--- src/sv/cse_pkg.sv ---
// Shared types and constants for the CAN signal extract and scale block.
// Used by cse_front, cse_div_cell and can_signal_extract_scale_top.
package cse_pkg;

    localparam int VALUE_W   = 16;
    localparam int CODE_W    = 16;
    localparam int DIV_W     = 32;
    localparam int NUM_CELLS = DIV_W;
    localparam int PAYLOAD_W = 64;
    localparam int SHIFT_W   = 6;
    localparam int LEN_W     = 7;
    localparam int CFG_IDX_W = 3;
    localparam int CFG_DATA_W = 16;
    localparam int OUT_TDATA_W = 32;

    localparam logic [15:0] DAC_FULL_SCALE = 16'd4095;

    // Register indexes on the config channel
    localparam logic [CFG_IDX_W-1:0] CFG_BIG_ENDIAN = 3'd0;
    localparam logic [CFG_IDX_W-1:0] CFG_FIRST_BIT  = 3'd1;
    localparam logic [CFG_IDX_W-1:0] CFG_LENGTH     = 3'd2;
    localparam logic [CFG_IDX_W-1:0] CFG_SCALE_MIN  = 3'd3;
    localparam logic [CFG_IDX_W-1:0] CFG_SCALE_MAX  = 3'd4;

    localparam logic [LEN_W-1:0]   RST_LENGTH    = 7'd16;
    localparam logic [VALUE_W-1:0] RST_SCALE_MIN = 16'h0000;
    localparam logic [VALUE_W-1:0] RST_SCALE_MAX = 16'hFFFF;

    // One slot of the divider chain: remainder plus a combined
    // numerator/quotient shift word (numerator bits leave at the top,
    // quotient bits enter at the bottom).
    typedef struct packed {
        logic               valid;
        logic               err;
        logic [VALUE_W-1:0] value;
        logic [DIV_W-1:0]   rem;
        logic [DIV_W-1:0]   nq;
    } cse_cell_t;

    function automatic logic [7:0] swap_nibbles(input logic [7:0] b);
        return {b[3:0], b[7:4]};
    endfunction

endpackage

--- src/sv/can_signal_extract_scale_top.sv ---
// Top level of the CAN signal extractor and DAC scaler.
// Instantiates cse_front and a chain of cse_div_cell; depends on cse_pkg.
//
// Each beat on s_tdata is one 8-byte CAN payload (byte 0 in bits 7:0). The
// block pulls one signal out of it, Intel or Motorola order per
// big_endian_mode, masks it to signal_length bits (16-bit result), and maps it
// onto a DAC code (value - scale_min) * 4095 / (scale_max - scale_min), with
// the subtractions and product taken modulo 2^32 and the quotient cut to 16
// bits. Equal bounds give range_error = 1 on m_tuser and a code of 0. The
// block takes one payload beat per clock and returns one result beat per
// payload, in order. The pipeline has two front stages (extract and mask,
// then the numerator product), 32 restoring-division cells that each settle
// one quotient bit, and the output register. Throughput is one beat per
// cycle while the output is not stalled. When m_tready is low with a
// result waiting, the whole pipeline holds and s_tready drops. Write the
// configuration only while no results are outstanding; cfg_ready is always
// high and writes to indexes beyond scale_max are dropped.
module can_signal_extract_scale_top
(
    input  logic                              clk,
    input  logic                              rst_n,
    // slave side: tdata = payload[63:0]
    input  logic                              s_tvalid,
    output logic                              s_tready,
    input  logic [cse_pkg::PAYLOAD_W-1:0]     s_tdata,
    // master side: tdata = signal_value[15:0], dac_code[31:16]
    output logic                              m_tvalid,
    input  logic                              m_tready,
    output logic [cse_pkg::OUT_TDATA_W-1:0]   m_tdata,
    // master side: tuser = range_error[0]
    output logic                              m_tuser,
    // configuration write channel
    input  logic                              cfg_valid,
    output logic                              cfg_ready,
    input  logic [cse_pkg::CFG_IDX_W-1:0]     cfg_index,
    input  logic [cse_pkg::CFG_DATA_W-1:0]    cfg_data
);
    import cse_pkg::*;

    logic                 big_endian_reg;
    logic [SHIFT_W-1:0]   first_bit_reg;
    logic [LEN_W-1:0]     length_reg;
    logic [VALUE_W-1:0]   scale_min_reg;
    logic [VALUE_W-1:0]   scale_max_reg;
    logic [DIV_W-1:0]     span_reg;
    logic                 advance;
    logic                 out_valid_reg;
    logic [OUT_TDATA_W-1:0] out_data_reg;
    logic [OUT_TDATA_W-1:0] out_data_next;
    logic                 out_err_reg;
    logic [CODE_W-1:0]    code;
    cse_cell_t            chain [NUM_CELLS+1];

    assign cfg_ready = 1'b1;

    // Configuration registers
    always_ff @(posedge clk or negedge rst_n)
    begin
        if (!rst_n)
        begin
            big_endian_reg <= 1'b0;
            first_bit_reg  <= '0;
            length_reg     <= RST_LENGTH;
            scale_min_reg  <= RST_SCALE_MIN;
            scale_max_reg  <= RST_SCALE_MAX;
        end
        else if (cfg_valid && cfg_ready)
        begin
            unique case (cfg_index)
                CFG_BIG_ENDIAN: big_endian_reg <= cfg_data[0];
                CFG_FIRST_BIT:  first_bit_reg  <= cfg_data[SHIFT_W-1:0];
                CFG_LENGTH:     length_reg     <= cfg_data[LEN_W-1:0];
                CFG_SCALE_MIN:  scale_min_reg  <= cfg_data;
                CFG_SCALE_MAX:  scale_max_reg  <= cfg_data;
                default:        ;
            endcase
        end
    end

    // Divisor wraps modulo 2^32 when max is below min; registered once here
    // and shared by every cell. It settles long before a beat reaches a cell.
    always_ff @(posedge clk)
    begin
        span_reg <= {{(DIV_W-VALUE_W){1'b0}}, scale_max_reg}
                  - {{(DIV_W-VALUE_W){1'b0}}, scale_min_reg};
    end

    // Advance everything whenever the output slot is free or being taken
    assign advance  = !out_valid_reg || m_tready;
    assign s_tready = advance;

    cse_front u_front
    (
        .clk              (clk),
        .rst_n            (rst_n),
        .advance          (advance),
        .in_valid         (s_tvalid),
        .payload          (s_tdata),
        .big_endian_mode  (big_endian_reg),
        .first_bit        (first_bit_reg),
        .signal_length    (length_reg),
        .scale_min        (scale_min_reg),
        .span             (span_reg),
        .cell_out         (chain[0])
    );

    // Divider chain: one quotient bit per cell, MSB first
    for (genvar g = 0; g < NUM_CELLS; g++)
    begin : g_cell
        cse_div_cell u_cell
        (
            .clk      (clk),
            .rst_n    (rst_n),
            .advance  (advance),
            .span     (span_reg),
            .cell_in  (chain[g]),
            .cell_out (chain[g+1])
        );
    end

    // Force the code to zero on an empty range
    assign code = chain[NUM_CELLS].err ? '0 : chain[NUM_CELLS].nq[CODE_W-1:0];
    assign out_data_next = {code, chain[NUM_CELLS].value};

    always_ff @(posedge clk or negedge rst_n)
    begin
        if (!rst_n)
            out_valid_reg <= 1'b0;
        else if (advance)
            out_valid_reg <= chain[NUM_CELLS].valid;
    end

    always_ff @(posedge clk)
    begin
        if (advance)
        begin
            out_data_reg <= out_data_next;
            out_err_reg  <= chain[NUM_CELLS].err;
        end
    end

    assign m_tvalid = out_valid_reg;
    assign m_tdata  = out_data_reg;
    assign m_tuser  = out_err_reg;

    a_err_zero: assert property (@(posedge clk) disable iff (!rst_n)
        m_tvalid && m_tuser |-> m_tdata[VALUE_W +: CODE_W] == '0)
        else $error("range error with nonzero DAC code");
    a_ready_free: assert property (@(posedge clk) disable iff (!rst_n)
        !m_tvalid |-> s_tready)
        else $error("input stalled with empty output slot");
    a_out_hold: assert property (@(posedge clk) disable iff (!rst_n)
        m_tvalid && !m_tready |=> m_tvalid && $stable(out_data_reg) && $stable(out_err_reg))
        else $error("waiting result changed before it was taken");

endmodule

--- src/sv/cse_front.sv ---
// Front end: signal extraction, length mask and numerator product.
// Two register stages feeding the divider chain; depends on cse_pkg.
module cse_front
(
    input  logic                         clk,
    input  logic                         rst_n,
    input  logic                         advance,
    input  logic                         in_valid,
    input  logic [cse_pkg::PAYLOAD_W-1:0] payload,
    input  logic                         big_endian_mode,
    input  logic [cse_pkg::SHIFT_W-1:0]   first_bit,
    input  logic [cse_pkg::LEN_W-1:0]     signal_length,
    input  logic [cse_pkg::VALUE_W-1:0]   scale_min,
    input  logic [cse_pkg::DIV_W-1:0]     span,
    output cse_pkg::cse_cell_t            cell_out
);
    import cse_pkg::*;

    logic [PAYLOAD_W-1:0] swapped;
    logic [PAYLOAD_W-1:0] shift_src;
    logic [PAYLOAD_W-1:0] shifted;
    logic [SHIFT_W-1:0]   shift_amt;
    logic [VALUE_W-1:0]   raw;
    logic [VALUE_W-1:0]   mask;
    logic [VALUE_W-1:0]   value_next;
    logic                 a_valid_reg;
    logic [VALUE_W-1:0]   a_value_reg;
    logic [VALUE_W:0]     diff;
    logic [DIV_W-1:0]     diff_ext;
    logic [DIV_W-1:0]     num_next;
    logic                 b_valid_reg;
    logic                 b_err_reg;
    logic [VALUE_W-1:0]   b_value_reg;
    logic [DIV_W-1:0]     b_num_reg;

    // Motorola order: byte i lands in byte slot 7-i, nibbles swapped
    always_comb
    begin
        for (int i = 0; i < 8; i++)
        begin
            swapped[(7-i)*8 +: 8] = swap_nibbles(payload[i*8 +: 8]);
        end
    end

    always_comb
    begin
        if (big_endian_mode)
        begin
            shift_src = swapped;
            shift_amt = {3'd7 - first_bit[5:3], first_bit[2:0]};
        end
        else
        begin
            shift_src = payload;
            shift_amt = first_bit;
        end
        shifted = shift_src >> shift_amt;
        if (big_endian_mode)
            raw = {shifted[11:8], shifted[15:12], shifted[3:0], shifted[7:4]};
        else
            raw = shifted[VALUE_W-1:0];
        for (int k = 0; k < VALUE_W; k++)
        begin
            mask[k] = (signal_length > LEN_W'(k));
        end
        value_next = raw & mask;
    end

    always_ff @(posedge clk or negedge rst_n)
    begin
        if (!rst_n)
        begin
            a_valid_reg <= 1'b0;
            b_valid_reg <= 1'b0;
        end
        else if (advance)
        begin
            a_valid_reg <= in_valid;
            b_valid_reg <= a_valid_reg;
        end
    end

    // (value - min) wraps modulo 2^32: sign-extend the 17-bit difference
    assign diff     = {1'b0, a_value_reg} - {1'b0, scale_min};
    assign diff_ext = {{(DIV_W-VALUE_W-1){diff[VALUE_W]}}, diff};
    assign num_next = diff_ext * {{(DIV_W-16){1'b0}}, DAC_FULL_SCALE};

    always_ff @(posedge clk)
    begin
        if (advance)
        begin
            a_value_reg <= value_next;
            b_value_reg <= a_value_reg;
            b_num_reg   <= num_next;
            b_err_reg   <= (span == '0);
        end
    end

    always_comb
    begin
        cell_out.valid = b_valid_reg;
        cell_out.err   = b_err_reg;
        cell_out.value = b_value_reg;
        cell_out.rem   = '0;
        cell_out.nq    = b_num_reg;
    end

    a_hold_a: assert property (@(posedge clk) disable iff (!rst_n)
        !advance |=> $stable(a_value_reg) && $stable(a_valid_reg))
        else $error("front stage A moved while stalled");
    a_hold_b: assert property (@(posedge clk) disable iff (!rst_n)
        !advance |=> $stable(b_num_reg) && $stable(b_valid_reg))
        else $error("front stage B moved while stalled");

endmodule

--- src/sv/cse_div_cell.sv ---
// One restoring-division cell: produces one quotient bit per beat.
// Chained NUM_CELLS deep in the top level; depends on cse_pkg.
module cse_div_cell
(
    input  logic                     clk,
    input  logic                     rst_n,
    input  logic                     advance,
    input  logic [cse_pkg::DIV_W-1:0] span,
    input  cse_pkg::cse_cell_t        cell_in,
    output cse_pkg::cse_cell_t        cell_out
);
    import cse_pkg::*;

    logic [DIV_W:0]   trial;
    logic [DIV_W:0]   diff;
    logic             q_bit;
    logic [DIV_W-1:0] rem_next;
    logic             valid_reg;
    logic             err_reg;
    logic [VALUE_W-1:0] value_reg;
    logic [DIV_W-1:0] rem_reg;
    logic [DIV_W-1:0] nq_reg;

    // Bring down the next numerator bit, subtract if it fits
    always_comb
    begin
        trial = {cell_in.rem, cell_in.nq[DIV_W-1]};
        diff  = trial - {1'b0, span};
        q_bit = (trial >= {1'b0, span});
        if (q_bit)
            rem_next = diff[DIV_W-1:0];
        else
            rem_next = trial[DIV_W-1:0];
    end

    always_ff @(posedge clk or negedge rst_n)
    begin
        if (!rst_n)
            valid_reg <= 1'b0;
        else if (advance)
            valid_reg <= cell_in.valid;
    end

    always_ff @(posedge clk)
    begin
        if (advance)
        begin
            err_reg   <= cell_in.err;
            value_reg <= cell_in.value;
            rem_reg   <= rem_next;
            nq_reg    <= {cell_in.nq[DIV_W-2:0], q_bit};
        end
    end

    always_comb
    begin
        cell_out.valid = valid_reg;
        cell_out.err   = err_reg;
        cell_out.value = value_reg;
        cell_out.rem   = rem_reg;
        cell_out.nq    = nq_reg;
    end

    a_hold: assert property (@(posedge clk) disable iff (!rst_n)
        !advance |=> $stable(nq_reg) && $stable(rem_reg) && $stable(valid_reg))
        else $error("divider cell moved while stalled");
    a_pass_valid: assert property (@(posedge clk) disable iff (!rst_n)
        advance |=> valid_reg == $past(cell_in.valid))
        else $error("divider cell lost or invented a beat");

endmodule

--- config.mk ---
export PLATFORM = sky130hd
export DESIGN_NAME = can_signal_extract_scale_top
export DESIGN_NICKNAME = d
export VERILOG_FILES = /design/src/sv/cse_pkg.sv /design/src/sv/can_signal_extract_scale_top.sv /design/src/sv/cse_front.sv /design/src/sv/cse_div_cell.sv
export SDC_FILE = /design/constraint.sdc
export NUM_CORES = 2
export LEC_CHECK = 0
export ABC_AREA = 1
export BUFFER_PORTS_ARGS = -buffer_cell sky130_fd_sc_hd__buf_4
export CAP_MARGIN = 10
export CORE_UTILIZATION = 35
export CTS_BUF_LIST = sky130_fd_sc_hd__clkbuf_8
export DETAILED_ROUTE_END_ITERATION = 12
export PLACE_DENSITY_LB_ADDON = 0.1
export SLEW_MARGIN = 20
export SYNTH_ARGS = -nofsm -noshare
export SYNTH_HDL_FRONTEND = slang
export SYNTH_SLANG_ARGS = --single-unit
--- constraint.sdc ---
create_clock -name clk -period 183.1 [get_ports clk]
set_clock_uncertainty 0.15 [all_clocks]
set_input_delay 36.62 -clock clk [delete_from_list [all_inputs] [get_ports clk]]
set_output_delay 36.62 -clock clk [all_outputs]
set_load 0.02 [all_outputs]
==> summary.md <==
| Metric | Value |
|---|---|
| Syn Nets | `roughly 16,000` |
| Multi-input gate area | `66,300 µm²` |
| Clock buffer depth | `4` |
| R2R Setup Slk | `around 180,000 ps` |
| Crit-path cells | `buf_4 > inv_1 > nand2_4 > buf_4` |
| Hold EP | `g_cell[15].u_cell.nq_reg[21]$_DFFE_PP_` |
| Post-synthesis cell area | `~140,000 µm²` |
| Clock Tree Root | `clkbuf_8` |
| Beginning of the critical path | `m_tready` |
| Pins Over Slew Limit | `0` |
| Number of DRC markers in iteration 0 | `7,226` |
| Synth warn | `0` |
| # setup viols final | `0` |
| # IOs | `124` |
| Mean post-synth cell area | `just under 10 µm²` |
| Die area | `just over 400,000 µm²` |
| First-pass GRT wire length | `slightly below 600,000 µm` |
| Area growth, synth to finish | `10.8%` |
| Crit path time final | `74,110 ps` |
| Final Hold Viols | `0` |
| Antenna violations before repair | `14` |
| Maximum clock rate | `~13 MHz` |
| Avg WL per Cell | `around 18 µm` |
| Leading register cell type out of synthesis | `edfxtp_1` |
| Arrival time worst endpoint | `37,340 ps` |
| WHS | `roughly 210 ps` |
| Max incr delay on CP | `270 ps` |
| Vias in the first global route | `101,000` |
| Overflow after GRT | `0` |
| CP Launch Type | `input port` |
| MaxCap Viol Count | `0` |
| Standard-cell rows | `about 230` |
| Relative slew margins | `0.249` |
| CORE AREA | `406,000 µm²` |
| Yosys top cell area share | `0.476` |
| R2R depth | `25` |
| Synth top cells by count | `nand2_1 (3,355), edfxtp_1 (2,263), o21ai_0 (1,634)` |
| Port bufs | `between 100 and 150` |
| ANT nets after route | `0` |
| Setup CP Type | `in -> out` |
| DRC | `4` |
| Largest register FFs | `roughly 990` |
| Overall Global Routing Usage | `0.179` |
| EDFF count, synth | `approximately 2,300` |
| Setup bufs post-CTS | `0` |
| Layout Utilization | `0.389` |
| Synth Instances | `between 10,000 and 15,000` |
| Reg2Reg Launch Point | `scale_min_reg[0]$_DFFE_PN0P_` |
| Max Fanout on Critical Path | `4` |
| Die Ht | `641 µm` |
| Worst slack, placed | `approximately 110,000 ps` |
| Vias | `a little over 100k` |
| Area leader, netlist | `edfxtp_1` |
| Status | `finished with violations` |
| CTS Hold Bufs | `0` |
| Fin worst setup slack | `roughly 110,000 ps` |
| Largest net degree at the start of global routing | `approximately 180` |
| RePlAce Congestion | `roughly 0.88` |
| Top cells by area, synth | `edfxtp_1 (48%), ha_1 (9.6%), nand2_1 (8.8%)` |
| Share of layout cells above drive strength 1 | `0.0625` |
| HP Start | `g_cell[14].u_cell.nq_reg[20]$_DFFE_PP_` |
| Crit-path slowest cell | `buf_4` |
| FF/Latch Area | `70,400 µm²` |
| Initial Utilization | `0.351` |
| Worst slew pin tran | `~1100 ps` |
| CTS tree | `built` |
| RSZ-0062 raised after global routing | `no` |
| Sequential area share after synthesis | `0.493` |
| Most used cell, CP | `buf_4` |
| Clk Latency, worst-skew pair | `~1100 ps` |
| Synth unique cells | `72` |
| Chip width | `between 600 and 700 µm` |
| Failing checks | `DRC` |
| Clock transition at the registers of the reported paths | `roughly 70 ps` |
| Asr flop ratio synth | `0.0343` |
| R2R Path End | `u_front.b_num_reg[23]$_DFFE_PP_` |
| Crit share post-route | `0.405` |
| Hold Crit Depth | `0` |
| Setup TNS | `0 ps` |
| Min-Delay Path Class | `reg -> reg` |
| H-tree depth | `5` |
| Total CTS buffers | `approximately 420` |
| Clock tree sinks | `approximately 2,400` |
| Nets | `16,500` |
| DRT Pass-1 Iters | `10` |
| #FFs+latches synth | `between 2,000 and 2,500` |
| Required @ worst endpoint | `146,330 ps` |
| Final wirelength | `377,000 µm` |
| Worst setup EP type | `primary output` |
| # fillers | `~40,000` |
| Vias per cell | `4.94` |
| Hpwl dp | `around 280,000 µm` |
| Most common cell in the netlist | `nand2_1` |
| Gates resized, CTS repair | `0` |
layer usage:
metal,up-vias,wire length [µm],track usage
li1,52900,-,-
met1,48400,182000,0.253
met2,1709,173000,0.295
met3,496,13500,0.0201
met4,4,8180,0.0412
met5,-,27,0
critical path: cells and delay by family:
family / cells / cell delay (ps)
buffers and inverters: 3 / 460
AND/OR/NAND/NOR: 1 / 200
through the flow:
step	cell area, µm²	cells
after CTS	158000	20900
after global routing	158000	20900
after floorplan	143000	14800
after detailed placement	150000	20200
after global placement	150000	20200
final	158000	20900
worst max-delay path by stage:
stage | cells past startpoint | slack [ps] | to
finish | 4 | 108990 | s_tready
global route | 4 | 108950 | s_tready
CTS | 4 | 108960 | s_tready
detailed placement | 4 | 108960 | s_tready
global placement | 4 | 108950 | s_tready
floorplan | 4 | 48230 | s_tready
cell type report:
class / instances / area share
antenna: 6 / 0.0000949
clock buffer: 430 / 0.0374
clock inverter: 324 / 0.0143
inverter: 1260 / 0.0301
multi-input combinational: 10900 / 0.419
sequential: 2361 / 0.445
tap: 5428 / 0.0429
timing repair buffer: 219 / 0.0110
kinds of logic after synthesis:
group                      Yosys count  synth area share
buffers and inverters             1531            0.0428
xor gates and xnor gates           980            0.0606
DFF                               2361             0.493
muxes                               54           0.00406
and+or+nand+nor                   5030             0.142
AOI/OAI and AO/OA                 3596             0.142
other                                1         0.0000263
adders and majority gates         1242             0.116
placed cells by master (no fill, tap or decap), types with 31 or more instances in the layout:
cell type / count
nand2_1: 3354
edfxtp_1: 2263
o21ai_0: 1634
inv_1: 1349
a21oi_1: 1142
ha_1: 1100
nor2_1: 885
xnor2_1: 602
clkbuf_8: 430
nand3_1: 416
xor2_1: 370
buf_4: 211
nor3_1: 146
fa_1: 142
o21bai_1: 119
a21boi_0: 113
o21a_1: 103
clkinv_1: 97
nor4_1: 95
a21o_1: 82
o21ai_1: 80
nand4_1: 73
dfrtp_1: 62
clkinv_2: 59
a221oi_1: 58
a31oi_1: 50
o211ai_1: 48
a21oi_2: 31
mux2_2: 31
Power is left out: the tool's default activity adds up to more than one toggle a clock period on the data nets, which glitch-free logic cannot reach.
